==> config.mk <==
export PLATFORM = sky130hd
export DESIGN_NAME = leaky_bucket_queue_shaper
export DESIGN_NICKNAME = d
export VERILOG_FILES = /design/src/sv/lbqs_pkg.sv /design/src/sv/leaky_bucket_queue_shaper.sv /design/src/sv/lbqs_key_ram.sv
export SDC_FILE = /design/constraint.sdc
export NUM_CORES = 1
export LEC_CHECK = 0
export BUFFER_PORTS_ARGS = -buffer_cell sky130_fd_sc_hd__buf_2
export CAP_MARGIN = 10
export CORE_MARGIN = 2
export CORE_UTILIZATION = 52
export DETAILED_ROUTE_END_ITERATION = 16
export GPL_ROUTABILITY_DRIVEN = 0
export PLACE_DENSITY = 0.75
export SYNTH_ARGS = -nofsm -noshare
export SYNTH_HDL_FRONTEND = slang
export SYNTH_HIERARCHICAL = 1
export SYNTH_SLANG_ARGS = --single-unit
export TNS_END_PERCENT = 100
==> constraint.sdc <==
create_clock -name i_clk -period 8.32 [get_ports i_clk]
set_input_delay 0.416 -clock i_clk [delete_from_list [all_inputs] [get_ports i_clk]]
set_output_delay 0.416 -clock i_clk [all_outputs]
set_load 0.1 [all_outputs]
==> src/sv/lbqs_pkg.sv <==
// ----------------------------------------------------------------------------
// Leaky-bucket queue shaper package
// Sizes, result codes, register indexes and shared types of the shaper.
// ----------------------------------------------------------------------------
package lbqs_pkg;

    // Queue geometry.
    localparam int QUEUE_DEPTH = 16;
    localparam int KEY_WIDTH   = 32;
    localparam int IDX_W       = $clog2(QUEUE_DEPTH);
    localparam int CNT_W       = $clog2(QUEUE_DEPTH + 1);

    // Configuration port geometry.
    localparam int CFG_W  = 5;
    localparam int DATA_W = 32;
    localparam int ADDR_W = 3;

    // Result codes.
    localparam logic [1:0] OC_ACCEPTED  = 2'd0;
    localparam logic [1:0] OC_REJECTED  = 2'd1;
    localparam logic [1:0] OC_RELEASED  = 2'd2;
    localparam logic [1:0] OC_IDLE_TICK = 2'd3;

    // Register indexes, taken from the word address.
    localparam logic REG_CAPACITY = 1'b0;
    localparam logic REG_DRAIN    = 1'b1;

    // Write request to the key store.
    typedef struct packed {
        logic                 en;
        logic [IDX_W-1:0]     addr;
        logic [KEY_WIDTH-1:0] data;
    } t_ram_wr;

endpackage

==> src/sv/leaky_bucket_queue_shaper.sv <==
// ----------------------------------------------------------------------------
// Leaky-bucket queue shaper
// Bounded FIFO of request keys that admits adds up to a capacity and
// releases queued keys in order on each tick.
// ----------------------------------------------------------------------------
// An item is taken when start is high and busy is low. An add keeps busy
// high for one cycle, so no new item is taken while an add is in progress.
// A tick keeps busy high through the tick state and one drain state per key
// released, since the sequencer drains one key per cycle through the single
// read port of the key store. Each result is registered in the pending
// entry and then in the output registers; a released key is read from the
// store's registered port alongside its pending entry, and the keys of one
// tick follow in consecutive cycles. Results appear in order on o_valid for
// exactly one cycle each and cannot be held off by the receiver.
// Configuration is to be written only while the block is idle with no
// result outstanding.
// ----------------------------------------------------------------------------
module leaky_bucket_queue_shaper import lbqs_pkg::*; (
    input  logic                 i_clk,
    input  logic                 i_rst_n,
    // Command channel.
    input  logic                 start,
    output logic                 busy,
    input  logic                 i_req_type,
    input  logic [KEY_WIDTH-1:0] i_request_key,
    // Result channel.
    output logic                 o_valid,
    output logic [1:0]           o_outcome,
    output logic [KEY_WIDTH-1:0] o_released_key,
    output logic [CNT_W-1:0]     o_free_slots,
    output logic                 o_last,
    // Configuration port.
    input  logic                 psel,
    input  logic                 penable,
    input  logic                 pwrite,
    input  logic [ADDR_W-1:0]    paddr,
    input  logic [DATA_W-1:0]    pwdata,
    output logic [DATA_W-1:0]    prdata,
    output logic                 pready
);

    localparam logic [1:0] S_IDLE  = 2'd0;
    localparam logic [1:0] S_ADD   = 2'd1;
    localparam logic [1:0] S_TICK  = 2'd2;
    localparam logic [1:0] S_DRAIN = 2'd3;

    typedef struct packed {
        logic             valid;
        logic [1:0]       outcome;
        logic [CNT_W-1:0] free;
        logic             last;
        logic             from_ram;
    } t_pend;

    logic [1:0]           r_state, n_state;
    logic [KEY_WIDTH-1:0] r_key, n_key;
    logic [IDX_W-1:0]     r_head, n_head;
    logic [CNT_W-1:0]     r_occ, n_occ;
    logic [CNT_W-1:0]     r_remain, n_remain;
    logic [CFG_W-1:0]     r_cap;
    logic [CFG_W-1:0]     r_drain;
    t_pend                r_pend, n_pend;

    logic [CNT_W-1:0]     eff_cap;
    logic [CNT_W-1:0]     lim;
    logic [CNT_W-1:0]     occ_dec;
    logic [CNT_W-1:0]     sub_opnd;
    logic [CNT_W:0]       sub_res;
    logic                 sub_pos;
    logic [CNT_W-1:0]     free_val;
    logic [CNT_W:0]       tail_sum;
    logic [IDX_W-1:0]     tail;
    logic [IDX_W-1:0]     head_inc;
    logic                 drain_last;
    logic                 cfg_wr;
    t_ram_wr              ram_wr;
    logic [KEY_WIDTH-1:0] ram_rdata;

    assign busy   = (r_state != S_IDLE);
    assign pready = 1'b1;
    assign cfg_wr = psel && penable && pwrite;

    // Effective limits, saturated at the queue depth.
    always_comb begin
        eff_cap = (r_cap > CFG_W'(QUEUE_DEPTH)) ? CNT_W'(QUEUE_DEPTH) : CNT_W'(r_cap);
        lim     = (r_drain > CFG_W'(QUEUE_DEPTH)) ? CNT_W'(QUEUE_DEPTH) : CNT_W'(r_drain);
    end

    // Shared subtract-compare unit: capacity minus an occupancy operand.
    always_comb begin
        occ_dec  = r_occ - CNT_W'(1);
        sub_opnd = (r_state == S_DRAIN) ? occ_dec : r_occ;
        sub_res  = {1'b0, eff_cap} - {1'b0, sub_opnd};
        sub_pos  = !sub_res[CNT_W] && (sub_res != '0);
        free_val = sub_res[CNT_W] ? '0 : sub_res[CNT_W-1:0];
    end

    // Ring pointers.
    always_comb begin
        tail_sum = (CNT_W+1)'(r_head) + (CNT_W+1)'(r_occ);
        if (tail_sum >= (CNT_W+1)'(QUEUE_DEPTH)) begin
            tail = IDX_W'(tail_sum - (CNT_W+1)'(QUEUE_DEPTH));
        end else begin
            tail = tail_sum[IDX_W-1:0];
        end
        head_inc   = (r_head == IDX_W'(QUEUE_DEPTH - 1)) ? '0 : r_head + IDX_W'(1);
        drain_last = (r_remain == CNT_W'(1)) || (r_occ == CNT_W'(1));
    end

    // Key store write on an admitted add.
    always_comb begin
        ram_wr.en   = (r_state == S_ADD) && sub_pos;
        ram_wr.addr = tail;
        ram_wr.data = r_key;
    end

    lbqs_key_ram u_key_ram (
        .i_clk   (i_clk),
        .i_wr    (ram_wr),
        .i_raddr (r_head),
        .o_rdata (ram_rdata)
    );

    // Sequencer.
    always_comb begin
        n_state  = r_state;
        n_key    = r_key;
        n_head   = r_head;
        n_occ    = r_occ;
        n_remain = r_remain;
        n_pend   = '0;
        case (r_state)
            S_IDLE: begin
                if (start) begin
                    n_key   = i_request_key;
                    n_state = i_req_type ? S_TICK : S_ADD;
                end
            end
            S_ADD: begin
                n_pend.valid = 1'b1;
                n_pend.last  = 1'b1;
                if (sub_pos) begin
                    n_occ          = r_occ + CNT_W'(1);
                    n_pend.outcome = OC_ACCEPTED;
                    n_pend.free    = sub_res[CNT_W-1:0] - CNT_W'(1);
                end else begin
                    n_pend.outcome = OC_REJECTED;
                    n_pend.free    = '0;
                end
                n_state = S_IDLE;
            end
            S_TICK: begin
                if ((lim == '0) || (r_occ == '0)) begin
                    n_pend.valid   = 1'b1;
                    n_pend.outcome = OC_IDLE_TICK;
                    n_pend.free    = free_val;
                    n_pend.last    = 1'b1;
                    n_state        = S_IDLE;
                end else begin
                    n_remain = lim;
                    n_state  = S_DRAIN;
                end
            end
            S_DRAIN: begin
                n_head          = head_inc;
                n_occ           = occ_dec;
                n_remain        = r_remain - CNT_W'(1);
                n_pend.valid    = 1'b1;
                n_pend.outcome  = OC_RELEASED;
                n_pend.free     = free_val;
                n_pend.last     = drain_last;
                n_pend.from_ram = 1'b1;
                if (drain_last) begin
                    n_state = S_IDLE;
                end
            end
            default: begin
                n_state = S_IDLE;
            end
        endcase
    end

    // Control registers.
    always_ff @(posedge i_clk) begin
        if (!i_rst_n) begin
            r_state  <= S_IDLE;
            r_head   <= '0;
            r_occ    <= '0;
            r_remain <= '0;
            r_pend   <= '0;
            o_valid  <= 1'b0;
        end else begin
            r_state  <= n_state;
            r_head   <= n_head;
            r_occ    <= n_occ;
            r_remain <= n_remain;
            r_pend   <= n_pend;
            o_valid  <= r_pend.valid;
        end
    end

    // Payload registers; the result beat takes its key from the store or the echo.
    always_ff @(posedge i_clk) begin
        r_key          <= n_key;
        o_outcome      <= r_pend.outcome;
        o_free_slots   <= r_pend.free;
        o_last         <= r_pend.last;
        o_released_key <= r_pend.from_ram ? ram_rdata : r_key;
    end

    // Configuration registers.
    always_ff @(posedge i_clk) begin
        if (!i_rst_n) begin
            r_cap   <= CFG_W'(QUEUE_DEPTH);
            r_drain <= CFG_W'(1);
        end else if (cfg_wr) begin
            if (paddr[ADDR_W-1:2] == REG_CAPACITY) begin
                r_cap <= pwdata[CFG_W-1:0];
            end else begin
                r_drain <= pwdata[CFG_W-1:0];
            end
        end
    end

    // Register read-back.
    always_comb begin
        if (paddr[ADDR_W-1:2] == REG_DRAIN) begin
            prdata = DATA_W'(r_drain);
        end else begin
            prdata = DATA_W'(r_cap);
        end
    end

endmodule

==> src/sv/lbqs_key_ram.sv <==
// ----------------------------------------------------------------------------
// Leaky-bucket queue shaper key store
// One write port and one read port with registered read data.
// ----------------------------------------------------------------------------
module lbqs_key_ram import lbqs_pkg::*; (
    input  logic                 i_clk,
    input  t_ram_wr              i_wr,
    input  logic [IDX_W-1:0]     i_raddr,
    output logic [KEY_WIDTH-1:0] o_rdata
);

    logic [KEY_WIDTH-1:0] r_mem [QUEUE_DEPTH];

    // Write port.
    always_ff @(posedge i_clk) begin
        if (i_wr.en) begin
            r_mem[i_wr.addr] <= i_wr.data;
        end
    end

    // Read port, with registered read data.
    always_ff @(posedge i_clk) begin
        o_rdata <= r_mem[i_raddr];
    end

endmodule

# Word level (Yosys, flattened, before mapping)
# Memories as Yosys holds them, arrays and structs flattened. A register that Yosys moved wholly into a read port is not among the register bits.
# Cells that the tools add are included.
# totals
ff_bits,109
mem_bits_rw,512
input_bits,74
out_inout_bits,75
wordCells,83
mem_count,1
# classes
n_addsub,8
order_cmp,3
eq_ne,10
n_mux,23
n_bitwise,1
reduce_logical,20
# mem_list
name,words,width,read_ports,rd_clocked_by_memory_dff,wr,line_no,text
u_key_ram.r_mem,16,32,1,1,1,lbqs_key_ram.sv:12,logic [KEY_WIDTH-1:0] r_mem [QUEUE_DEPTH];
# op_table
op,count
two-way mux 5 bit,7
two-way mux 32 bit,1
case mux 9 bit (3 select lines),1
case mux 5 bit (2 select lines),2
subtractor 5 x 1 -> 5 bit (second input constant),3
AND reduction 2 bit,6
== test 5 x 1 -> 1 bit (second input constant),2
> comparator 5 bit (second input constant),2
logical NOT 5 bit,2
two-way mux 9 bit,1
two-way mux 2 bit,4
two-way mux 4 bit,2
inequality test 2 bit (second input constant),4
case mux 2 bit (4 select lines),1
adder 4 x 5 -> 6 bit,1
>= comparator 6 x 5 -> 1 bit (second input constant),1
two-way mux 6 bit,1
nonzero test 2 bit,3
nonzero test 6 bit,1
subtractor 5 x 5 -> 6 bit,1
adder 5 x 1 -> 5 bit (second input constant),1
adder 4 x 1 -> 4 bit (second input constant),1
== test 2 bit (second input constant),2
== test 4 bit (second input constant),1
8 further kinds,14

# Longest topological paths before layout
# logic_depth
depth_word,8
ltp_mapped,15

# Modules after synthesis
# The synthesis kept the hierarchy.
# by_module_without_submodules
module,instances,cells_per_inst,area_per_inst_um2,seq_area_each_um2
lbqs_key_ram,1,838,19854.0,16015.4
leaky_bucket_queue_shaper,1,401,4636.9,2502.4

# Worst setup path after synthesis
# Ideal clock, no wire load.
# synth_path
path_type,reg-to-reg
startpoint,register r_state[1]
endpoint,memory u_key_ram.r_mem[0][0] (enable)
arrival_ns,5.524
required_ns,7.859
slack_ns,2.335
stages_incl_launch_ff,15
path_buffers,3
period_less_slack_ns,5.985
cell_sequence,dfxtp_1 -> nand2_1 -> buf_2 -> buf_1 -> ha_1 -> ha_1 -> fa_1 -> nand2b_1 -> a21oi_2 -> xnor2_1 -> a41oi_2 -> buf_6 -> and2_1 -> or3b_2 -> nor3_1
# synth_rtl
item,line_no,text
from (decl),leaky_bucket_queue_shaper.sv:55,"logic [1:0] r_state, n_state;"
from (signal assigned),leaky_bucket_queue_shaper.sv:193,r_state <= n_state;
to (decl),lbqs_key_ram.sv:12,

==> impl_metrics.yaml <==
outcome:
  status: "complete, no violations"
sta:
  grt_setup_unrepaired: "no"
  relSlewSlack_pct: 18.6
  hold_viol: 0
  worst_pin_slew_ps: 1220
  fmaxAchievable_mhz: 180
  fin_worst_skew_ps: 21.3
  fin_crit_ps: 5560
  tns_ps: 0
  fin_crit_sh_pct: 66.8
  setup-violations-final: 0
  finalMaxSlewViolations: 0
cells_and_area:
  nNetsFinal: 1478
  fin_util_pct: 59.7
  final_layout_size_suffix_gt1_share_pct: 28.0
  antennaDiodeCount: 0
  syn_to_final_growth_pct: 13.5
worst_setup_path:
  rr_worst_depth: 12
  crit_top_cell: "nand2_1"
  r2r_end: "u_key_ram/r_mem[3][9]"
  startpoint: "r_state[1]"
  end_kind: "flop"
  cp-start-kind: "flop"
  rrSetupSlack_ps: 2760
  r2r_start: "r_state[1]"
  required_ps: 8540
  path_cells: "nand2_1, clkinv_1, nand2_1, xor2_1, ha_1, nand3b_1, a21boi_0, o22ai_1, a41oi_2, and2_1, or3b_2, nor2_4"
  critPathKind: "flop to flop"
  slowest_delay_ps: 910
  worst-path-max-fanout: 32
  slowest_stage: "nor2_4"
  critPathArrivalTime_ps: 5780
drt:
  routed_via_density: 5.91
  drt_iter0_drc: 1167
  postRouteAntennaNets: 0
  vias: 12068
  drc: 0
  wl_per_cell_um: 24.0
  drt_pass1_iterations: 5
  routed_wirelength_um: 49000
clock_network:
  numCtsBuffers: 61
  clockBufferDepth: 3
  cts.sinks: 653
  post_cts_resized: 0
  cts_hold_buf: 32
  clk_pin_slew_worst_paths_ps: 60
  cts_tree: "built"
  h-tree-depth: 2
  clk_latency_ps: 620
  post_cts_buffers: 0
  cts_root_buf: "clkbuf_16"
grt:
  grt_pass1_vias: 12558
  grt_usage_pct: 20.1
  grt_pass1_wl_um: 74400
  overflow: 0
  antenna_found_initial: 0
  grt_max_degree: 98
hold_path:
  hold_start: "pwdata[0]"
  min_path_type: "primary input to flop"
  min_to: "r_drain[0]"
  min_path_cells: 3
power:
  clkPwrFrac_pct: 38.9
  vdd_drop_max_mv: 0.214
  seq_power_share_pct: 54.9
  power_switching_share_pct: 23.1
  powerDensity_mw_per_mm2: 242
  combPwrFrac_pct: 6.3
  total_leakage_power_nw: 9.16
  p_int_w: 0.00518
  power_w: 0.00674
  p_sw_w: 0.00156
job:
  cap_violations: 0
logic_synthesis:
  synthCells: 1239
  ys_types: 58
  synth_edf_count: 544
  seq_area_frac_synth_pct: 75.6
  async_flop_share_pct: 0
  yosysTopAreaCell: "edfxtp_1"
  avgSynthCellArea_sq_um: 19.8
  synth_area_leaders: "edfxtp_1 67%, mux4_2 12%, dfxtp_1 8.9%"
  yosys.cell_count.top_type: "edfxtp_1"
  syn-cell-area_sq_mm: 0.0245
  ys_ff_latch: 653
  yosysWarnings: 6
  ys_top_cells_by_count: "544 x edfxtp_1, 128 x mux4_2, 109 x dfxtp_1, 65 x a22oi_1, 53 x nand2_1"
  synthFlopType: "edfxtp_1"
  synth_top_area_share_pct: 66.7
floorplan:
  dieArea_sq_mm: 0.0488
  initial_core_util_pct: 52.6
  fp.dieW_um: 221
  ios: 149
  row_count: 79
  die_y_um: 221
  core-area_sq_mm: 0.0466
placed_design:
  dp_hpwl_um: 25500
  port_buffers: 91
## sequential cells by signal (all words and copies together), names as in the netlist
signal	cells
u_key_ram/r_mem	512
o_last	1
r_drain	5
r_occ	5
o_valid	1
u_key_ram/o_rdata	32
r_remain	5
o_released_key	32
r_head	4
r_key	32
o_free_slots	5
r_cap	5
r_pend	10
r_state	2
o_outcome	2
## how the worst max path moves through the flow
stage	slack (ps)	cells past startpoint	endpoint
2_1_floorplan	2340	14	u_key_ram/r_mem[0][0]
3_3_place_gp	2940	11	u_key_ram/r_mem[3][15]
3_5_place_dp	2810	11	u_key_ram/r_mem[3][15]
4_1_cts	2800	11	u_key_ram/r_mem[3][9]
5_1_grt	2450	12	u_key_ram/r_mem[3][10]
6_report	2760	12	u_key_ram/r_mem[3][9]
## critical path, delay by kind of cell, from the launching register on
| kind | cells | cell delay (ps) |
|---|---|---|
| fa+ha+maj | 1 | 390 |
| simple gates | 6 | 2850 |
| xor+xnor | 1 | 120 |
| compound gates | 3 | 910 |
| buf+inv | 1 | 430 |
| flops | 1 | 450 |
## metrics by stage
stage	hold slack [ps]	cells	area [sq um]	setup slack [ps]
after floorplan	310	1265	24600	2340
after global placement	314	1895	25600	2940
after detailed placement	315	1895	25600	2810
after CTS	12.3	2042	27800	2800
after global routing	59.2	2042	27800	2450
final	42.3	2042	27800	2760
## power groups by stage
stage / sequential (W) / clock, W / combinational, W
detailed placement: 0.00377 / 0 / 0.000410
finish: 0.00370 / 0.00262 / 0.000423
floorplan: 0.00384 / 0 / 0.000251
global placement: 0.00376 / 0 / 0.000405
CTS: 0.00370 / 0.00266 / 0.000425
global route: 0.00371 / 0.00278 / 0.000449
## final cells by class
type | instances | area (sq um)
clock buffer | 71 | 1560
clock inverter | 44 | 310
fill | 3254 | 18800
inverter | 15 | 56.3
multi-input combinational | 509 | 5650
sequential | 653 | 18500
tap | 607 | 759
timing repair buffer | 143 | 938
## placed cells by master, fill, tap and decap left out, types with 4 or more instances in the layout
cell           count
a21oi_1           16
a22oi_1           65
and2_1             5
buf_2             91
buf_4             19
clkbuf_1          10
clkbuf_16         61
clkinv_1          13
clkinv_2          19
conb_1            28
dfxtp_1          106
dlygate4sd3_1     32
edfxtp_1         544
ha_1              19
inv_1             14
mux2_2            37
mux2i_1           15
mux4_2           128
nand2_1           53
nand2b_1           7
nand3_1            5
nand3b_1           4
nor2_1            28
nor2_4            14
nor2b_1            6
nor3_1             5
nor3_2             5
o211ai_1           4
o21ai_0            5
xnor2_1            6
xor2_1             7
## kinds of logic (layout without fill, tap and decap cells)
group,Yosys count,after routing,share of synthesized area (%)
adders and majority gates,21,21,1.13
buffers and inverters,103,273,2.30
AOI/OAI and AO/OA,118,118,3.50
xor gates and xnor gates,14,14,0.531
DFF,653,653,75.6
other,2,28,0.0307
and+or+nand+nor,148,148,2.80
muxes,180,180,14.1
## metal layers
metal	up-vias	global-route usage, %	wire length, um
met2	477	33.3	24300
met3	100	3.25	3240
met5	-	0	0
met4	0	7.08	1400
li1	5213	-	-
met1	6278	27.2	20000
Note: power is estimated with default switching activity, not from simulation.
